--- config.mk ---
export PLATFORM = sky130hd
export DESIGN_NAME = positional_list_engine_unit
export DESIGN_NICKNAME = d
export VERILOG_FILES = /design/src/rtl/plu_pkg.sv /design/src/rtl/plu_cell.sv /design/src/rtl/plu_ctrl.sv /design/src/rtl/positional_list_engine_unit.sv
export SDC_FILE = /design/constraint.sdc
export NUM_CORES = 2
export LEC_CHECK = 0
export ABC_CLOCK_PERIOD_IN_PS = 9550
export BUFFER_PORTS_ARGS = -buffer_cell sky130_fd_sc_hd__buf_2
export CAP_MARGIN = 20
export CORE_MARGIN = 5
export CORE_UTILIZATION = 46
export DETAILED_ROUTE_END_ITERATION = 8
export PLACE_DENSITY_LB_ADDON = 0.15
export SYNTH_ARGS = -nofsm -noshare
export SYNTH_HDL_FRONTEND = slang
export SYNTH_HIERARCHICAL = 1
export SYNTH_SLANG_ARGS = --single-unit
--- constraint.sdc ---
create_clock -name clk -period 9.55 [get_ports clk]
set_input_delay 0.955 -clock clk [delete_from_list [all_inputs] [get_ports clk]]
set_output_delay 0.955 -clock clk [all_outputs]
set_load 0.005 [all_outputs]
--- src/rtl/plu_pkg.sv ---
// Package for the positional list engine: request, result and cell command types.
`default_nettype none
package plu_pkg;

  localparam int CAPACITY_DEF = 16;
  localparam int CAPACITY_MAX = 64;
  localparam int CELL_IDX_W   = $clog2(CAPACITY_MAX);
  localparam int DATA_W       = 32;
  localparam int POS_W        = 8;
  localparam int CNT_W        = 5;
  localparam int CMP_W        = POS_W + 1;

  typedef enum logic [2:0] {
    OP_INS_HEAD = 3'd0,
    OP_INS_TAIL = 3'd1,
    OP_INS_POS  = 3'd2,
    OP_DEL_HEAD = 3'd3,
    OP_DEL_TAIL = 3'd4,
    OP_DEL_POS  = 3'd5,
    OP_DUMP     = 3'd6
  } opcode_t;

  typedef enum logic [1:0] {
    ST_OK     = 2'd0,
    ST_BADPOS = 2'd1,
    ST_EMPTY  = 2'd2,
    ST_FULL   = 2'd3
  } status_t;

  typedef enum logic {
    S_IDLE,
    S_DUMP
  } state_t;

  typedef enum logic [1:0] {
    CMD_HOLD,
    CMD_INS,
    CMD_DEL,
    CMD_ROT
  } cmd_kind_t;

  typedef struct packed {
    opcode_t                    opcode;
    logic signed [DATA_W-1:0]   value;
    logic        [POS_W-1:0]    position;
  } req_t;

  typedef struct packed {
    status_t                    status;
    logic        [CNT_W-1:0]    entry_count;
    logic signed [DATA_W-1:0]   entry_value;
    logic                       entry_valid;
    logic                       last;
  } res_t;

  typedef struct packed {
    cmd_kind_t                  kind;
    logic [CELL_IDX_W-1:0]      idx;
    logic signed [DATA_W-1:0]   value;
  } cell_cmd_t;

endpackage
`default_nettype wire

--- src/rtl/plu_cell.sv ---
// One list cell: holds one entry and shifts, loads or holds on the broadcast command.
`default_nettype none
module plu_cell #(
  parameter int INDEX = 0
) (
  input  wire                              clk,
  input  plu_pkg::cell_cmd_t               cmd,
  input  wire logic signed [plu_pkg::DATA_W-1:0] left,
  input  wire logic signed [plu_pkg::DATA_W-1:0] right,
  input  wire logic signed [plu_pkg::DATA_W-1:0] head,
  output logic signed [plu_pkg::DATA_W-1:0]      q
);
  import plu_pkg::*;

  localparam logic [CELL_IDX_W-1:0] MY_IDX = CELL_IDX_W'(INDEX);

  logic signed [DATA_W-1:0] q_next;

  always_comb begin
    q_next = q;
    unique case (cmd.kind)
      CMD_HOLD: q_next = q;
      CMD_INS: begin
        if (MY_IDX > cmd.idx) begin
          q_next = left;
        end else if (MY_IDX == cmd.idx) begin
          q_next = cmd.value;
        end
      end
      CMD_DEL: begin
        if (MY_IDX >= cmd.idx) begin
          q_next = right;
        end
      end
      CMD_ROT: begin
        // rotate towards the head, head wraps to the tail slot
        q_next = (MY_IDX == cmd.idx) ? head : right;
      end
      default: q_next = q;
    endcase
  end

  always_ff @(posedge clk) begin
    q <= q_next;
  end

endmodule
`default_nettype wire

--- src/rtl/plu_ctrl.sv ---
// Sequencer: decodes requests, keeps the count, drives the cell chain and the result register.
`default_nettype none
module plu_ctrl #(
  parameter int CAPACITY = plu_pkg::CAPACITY_DEF
) (
  input  wire                              clk,
  input  wire                              rst,
  input  wire                              req_valid,
  output logic                             req_stall,
  input  plu_pkg::req_t                    req,
  output logic                             res_valid,
  input  wire                              res_stall,
  output plu_pkg::res_t                    res,
  input  wire logic signed [plu_pkg::DATA_W-1:0] head,
  output plu_pkg::cell_cmd_t               cmd
);
  import plu_pkg::*;

  localparam int OCC_W = $clog2(CAPACITY + 1);
  localparam int IDX_W = $clog2(CAPACITY);
  localparam logic [OCC_W-1:0] OCC_FULL = OCC_W'(CAPACITY);

  state_t            state, state_next;
  logic [OCC_W-1:0]  occ, occ_next;
  logic [IDX_W-1:0]  cnt, cnt_next;
  logic              res_valid_next;
  res_t              res_next;

  always_ff @(posedge clk) begin
    if (rst) begin
      state     <= S_IDLE;
      occ       <= '0;
      cnt       <= '0;
      res_valid <= 1'b0;
    end else begin
      state     <= state_next;
      occ       <= occ_next;
      cnt       <= cnt_next;
      res_valid <= res_valid_next;
    end
  end

  always_ff @(posedge clk) begin
    res <= res_next;
  end

  always_comb begin
    logic             slot_free;
    logic             accept;
    logic [CMP_W-1:0] pos9;
    logic [CMP_W-1:0] occ9;
    logic [OCC_W-1:0] occ_m1;
    logic [CMP_W-1:0] pos_m1;
    status_t          status;
    logic             dump_last;

    slot_free = !res_valid || !res_stall;
    req_stall = (state == S_DUMP) || !slot_free;
    accept    = req_valid && !req_stall;
    pos9      = CMP_W'(req.position);
    occ9      = CMP_W'(occ);
    occ_m1    = occ - OCC_W'(1);
    pos_m1    = pos9 - CMP_W'(1);
    status    = ST_OK;
    dump_last = (cnt == IDX_W'(occ_m1));

    state_next     = state;
    occ_next       = occ;
    cnt_next       = cnt;
    res_valid_next = res_valid && res_stall;
    res_next       = res;
    cmd.kind       = CMD_HOLD;
    cmd.idx        = '0;
    cmd.value      = req.value;

    unique case (state)
      S_IDLE: begin
        if (accept) begin
          unique case (req.opcode)
            OP_INS_HEAD, OP_INS_TAIL: begin
              if (occ == OCC_FULL) begin
                status = ST_FULL;
              end else begin
                cmd.kind = CMD_INS;
                cmd.idx  = (req.opcode == OP_INS_HEAD) ? '0 : CELL_IDX_W'(occ);
                occ_next = occ + OCC_W'(1);
              end
            end
            OP_INS_POS: begin
              if (pos9 == '0 || pos9 > occ9 + CMP_W'(1)) begin
                status = ST_BADPOS;
              end else if (occ == OCC_FULL) begin
                status = ST_FULL;
              end else begin
                cmd.kind = CMD_INS;
                cmd.idx  = CELL_IDX_W'(pos_m1);
                occ_next = occ + OCC_W'(1);
              end
            end
            OP_DEL_HEAD, OP_DEL_TAIL: begin
              if (occ == '0) begin
                status = ST_EMPTY;
              end else begin
                cmd.kind = CMD_DEL;
                cmd.idx  = (req.opcode == OP_DEL_HEAD) ? '0 : CELL_IDX_W'(occ_m1);
                occ_next = occ_m1;
              end
            end
            OP_DEL_POS: begin
              if (pos9 == '0 || pos9 > occ9) begin
                status = ST_BADPOS;
              end else begin
                cmd.kind = CMD_DEL;
                cmd.idx  = CELL_IDX_W'(pos_m1);
                occ_next = occ_m1;
              end
            end
            OP_DUMP: begin
              status = ST_OK;
            end
            default: status = ST_OK;
          endcase

          if (req.opcode == OP_DUMP && occ != '0) begin
            state_next = S_DUMP;
            cnt_next   = '0;
          end else begin
            res_valid_next       = 1'b1;
            res_next.status      = status;
            res_next.entry_count = CNT_W'(occ_next);
            res_next.entry_value = '0;
            res_next.entry_valid = 1'b0;
            res_next.last        = 1'b1;
          end
        end
      end
      S_DUMP: begin
        if (slot_free) begin
          cmd.kind             = CMD_ROT;
          cmd.idx              = CELL_IDX_W'(occ_m1);
          res_valid_next       = 1'b1;
          res_next.status      = ST_OK;
          res_next.entry_count = CNT_W'(occ);
          res_next.entry_value = head;
          res_next.entry_valid = 1'b1;
          res_next.last        = dump_last;
          cnt_next             = cnt + IDX_W'(1);
          if (dump_last) begin
            state_next = S_IDLE;
          end
        end
      end
      default: state_next = S_IDLE;
    endcase
  end

endmodule
`default_nettype wire

--- src/rtl/positional_list_engine_unit.sv ---
// Positional list engine: bounded ordered list of signed 32-bit entries held in a cell chain.
//
// Requests arrive on req/req_valid/req_stall, results leave on res/res_valid/res_stall;
// a transfer happens on a rising edge with valid high and stall low.
// Each request is one operation: insert or delete at head, tail or 1-based position, or dump.
// Edits finish in the cycle of acceptance; every cell shifts or holds in one step, so a
// new edit request can be taken every cycle while results keep being taken.
// The single result of an edit appears in the result register in the cycle after acceptance.
// A dump rotates the chain once round: one result per entry, one entry per cycle while
// results are taken, head first, last set on the tail entry; the list is intact afterwards.
// The dump state is registered first, then the first entry; a dump holds off further requests
// until its tail entry is registered; an empty dump holds off nothing and answers next cycle.
// req_stall is high while a dump streams or while an undelivered result is stalled.
// A stalled result holds; the chain does not move until the result is taken.
// Reset (synchronous, active high) empties the list and drops any pending result;
// cell contents are left as they are and are never read before being written.
`default_nettype none
module positional_list_engine_unit #(
  parameter int CAPACITY = plu_pkg::CAPACITY_DEF
) (
  input  wire           clk,
  input  wire           rst,
  input  wire           req_valid,
  output logic          req_stall,
  input  plu_pkg::req_t req,
  output logic          res_valid,
  input  wire           res_stall,
  output plu_pkg::res_t res
);
  import plu_pkg::*;

  logic signed [DATA_W-1:0] cell_q [CAPACITY];
  cell_cmd_t                cmd;

  plu_ctrl #(
    .CAPACITY (CAPACITY)
  ) u_ctrl (
    .clk       (clk),
    .rst       (rst),
    .req_valid (req_valid),
    .req_stall (req_stall),
    .req       (req),
    .res_valid (res_valid),
    .res_stall (res_stall),
    .res       (res),
    .head      (cell_q[0]),
    .cmd       (cmd)
  );

  for (genvar i = 0; i < CAPACITY; i++) begin : g_cell
    localparam int L = (i == 0) ? 0 : i - 1;
    localparam int R = (i == CAPACITY - 1) ? i : i + 1;

    plu_cell #(
      .INDEX (i)
    ) u_cell (
      .clk   (clk),
      .cmd   (cmd),
      .left  (cell_q[L]),
      .right (cell_q[R]),
      .head  (cell_q[0]),
      .q     (cell_q[i])
    );
  end

endmodule
`default_nettype wire

==> results.json <==
{
  "yosysSeqAreaShare_pct": 45.7,
  "io_pins": 90,
  "worst_pin_slew_ps": 1260,
  "yosys_warnings": 6,
  "fillers": 7151,
  "dr.pass1.iters": 6,
  "ir_worst_vdd_v": 0.000106,
  "start_util_pct": 46.5,
  "drcViolationCount": 0,
  "rows": 103,
  "setup_tns_ps": 0,
  "finalCritPeriodShare_pct": 68.5,
  "core_area_um2": 79100,
  "slew_violations": 0,
  "grt_use_total_pct": 28.0,
  "grt_pass1_vias": 29951,
  "antenna_left": 0,
  "p_per_area_nw_per_um2": 171,
  "synth_xor_area_share_pct": 0.405,
  "postCtsSetupRepairBufs": 0,
  "die_area_um2": 85700,
  "cts.path.max_buffers": 3,
  "drv_cap": 0,
  "gp_congestion": 0.866,
  "placement.io_buffers": 89,
  "hp-class": "flip-flop to flip-flop",
  "ys_ff_latch": 564,
  "syn_inst": 3510,
  "syn_area_um2": 36800,
  "cp.required_ps": 9780,
  "antenna_found_initial": 12,
  "cts.sinks": 564,
  "rsz0062_at_grt": "no",
  "end_kind": "flip-flop",
  "ys_dominant_reg_cell": "edfxtp_1",
  "critPathKind": "flip-flop to flip-flop",
  "use_met3_pct": 4.19,
  "synthSimpleGateAreaFrac_pct": 9.10,
  "area_growth_pct": 6.45,
  "placedCellCount": 4328,
  "yosysTopAreaCell": "edfxtp_1",
  "relSlewSlack_pct": 15.8,
  "met1_usage_pct": 38.6,
  "setup_violations": 0,
  "start_kind": "flip-flop",
  "hold_viol_final": 0,
  "cts_tree": "built",
  "cts_made_buffers": 69,
  "avgSynthCellArea_um2": 10.5,
  "synth_compound_area_share_pct": 26.9,
  "fin_skew_ps": 37.0,
  "die_y_um": 293,
  "synth_top_area_share_pct": 45.1,
  "clk_pin_slew_ps": 60,
  "dp_hpwl_um": 78800,
  "first_iter_violations": 4200,
  "cts-root-buf": "clkbuf_16",
  "cts_hold_buf": 0,
  "synthAdderAreaFrac_pct": 0.816,
  "synth_edf_count": 553,
  "routed_wl_um": 126000,
  "busiest_layer": "met2",
  "final_nets": 3413,
  "timing.fmax_ghz": 0.153,
  "leakage_nw": 13.9,
  "insertion_delay_ps": 630,
  "layoutNonFillerInstCount": 4457,
  "synth.area.mux_share_pct": 8.69,
  "viasPerCell": 6.96,
  "routedWlPerCell_um": 28.4,
  "critPathArrivalTime_ps": 6770,
  "grt_max_degree": 236,
  "status": "finished, final reports clean",
  "gr-total-overflow": 0,
  "htree_num_levels": 3,
  "min_period_ps": 6540,
  "cts_resized": 0,
  "drive_above_1_share_pct": 13.0,
  "ys_types": 104,
  "worstPathMaxFanout": 65,
  "met2_usage_pct": 45.2,
  "ys_top_cells_by_area": "edfxtp_1, mux2i_1, o21ai_0",
  "synth-async-reset-ratio_pct": 0,
  "die_w_um": 293,
  "num_vias": 31016,
  "synth_top_family_by_area": "compound AO/OA/AOI/OAI gates",
  "syn-num-nets": 3573,
  "grt_pass1_wl_um": 190000
}
==> cells by family (layout without fill, tap and decap cells) <==
logic type      Yosys count  in the layout
mux                     312            312
fa+ha+maj                26             26
flops                   564            564
buf+inv                 571            461
compound gates         1420           1420
xor+xnor                 17             17
simple gates            600            600
other cells               0              7
==> metrics by stage <==
| step | total power [W] | cell area, um2 | hold slack (ps) | utilization, % | setup WS (ps) |
|---|---|---|---|---|---|
| CTS | 0.00672 | 39100 | 521 | 49.4 | 3080 |
| detailed placement | 0.00422 | 37000 | 514 | 46.8 | 3120 |
| finish | 0.00671 | 39200 | 528 | 49.5 | 3010 |
| floorplan | 0.00390 | 36800 | 443 | - | 1120 |
| global route | 0.00693 | 39200 | 583 | 49.5 | 2610 |
| global placement | 0.00418 | 37000 | 494 | 46.8 | 3080 |
==> state kept, by name, indices dropped and copies added (netlist names) <==
name	count
u_ctrl/res	41
u_ctrl/cnt	4
u_ctrl/state	1
u_ctrl/res_valid	1
u_ctrl/occ	5
g_cell.u_cell/q	512
==> power breakdown <==
group | leakage, nW | switching (W) | internal (W)
Sequential | 5.18 | 0.000154 | 0.00299
Clock | 1.01 | 0.00108 | 0.00144
Combinational | 7.69 | 0.000683 | 0.000375
Total | 13.9 | 0.00191 | 0.00480
==> cell type report <==
class | instances | area (um2) | share of cell area, %
multi-input cells | 2375 | 17200 | 43.9
flip-flops and latches | 564 | 16800 | 43.0
clock buffers | 94 | 1880 | 4.81
well taps | 1050 | 1310 | 3.36
repair buffers | 168 | 1100 | 2.80
inverters | 172 | 646 | 1.65
clock inverters | 27 | 198 | 0.505
diodes | 7 | 17.5 | 0.0447
==> critical path, stage by stage, from the launching register on <==
cell,delay [ps]
dfxtp_1,650
inv_1,190
nor3_1,440
nand3_1,190
ha_1,330
a2111oi_2,400
o21ai_1,160
a21oi_2,190
o21bai_2,110
o21ai_0,170
nand3_1,540
o21ai_4,550
buf_4,640
or4_4,700
a21oi_1,110
maj3_2,690
==> Yosys cell counts, types with 15 or more instances <==
master     instances
a211oi_1          15
a21oi_1           58
a221o_1           33
a22oi_1          149
a2bb2oi_1         58
a31oi_1          202
a32oi_1          160
and2_1            36
buf_2             49
buf_4             51
buf_6             61
clkbuf_1         209
edfxtp_1         553
ha_1              16
inv_1            171
mux2_2            52
mux2i_1          254
nand2_1          126
nand2b_1          65
nand3_1          147
nand4_1           40
nor2_1            64
nor3_1            15
o21ai_0          329
o21ai_1          231
o221ai_2          59
o31a_1            65
or3_1             39
==> cell usage in the layout (no fill, tap or decap), types with 39 or more instances in the layout <==
cell type / synthesis / layout
a31oi_1: 202 / 202
o21ai_0: 329 / 325
or3_1: 39 / 39
a22oi_1: 149 / 149
clkbuf_16: 0 / 72
a2bb2oi_1: 58 / 58
inv_1: 171 / 171
a32oi_1: 160 / 160
o21ai_1: 231 / 229
o31a_1: 65 / 65
buf_4: 51 / 75
nand2_1: 126 / 124
a21oi_1: 58 / 56
mux2_2: 52 / 52
nand3_1: 147 / 145
nor2_1: 64 / 61
mux2i_1: 254 / 254
edfxtp_1: 553 / 553
nand4_1: 40 / 40
nand2b_1: 65 / 65
buf_2: 49 / 89
o221ai_2: 59 / 59
==> per-layer routing <==
metal | up-vias | wire, um
li1 | 13561 | -
met5 | - | 0
met1 | 15317 | 51900
met3 | 315 | 11100
met2 | 1823 | 58600
met4 | 0 | 4860
==> worst paths after layout <==
check / from / end / slack [ps] / cells past startpoint
setup / recovery: u_ctrl/occ[0] / g_cell[2].u_cell/q[12] / 3010 / 15
hold / removal: u_ctrl/cnt[1] / u_ctrl/cnt[1] / 530 / 2
setup reg to reg: u_ctrl/occ[0] / g_cell[2].u_cell/q[12] / 3010 / 15
hold reg to reg: u_ctrl/cnt[1] / u_ctrl/cnt[1] / 530 / 2
No activity file was read; power rests on OpenSTA's default activity.
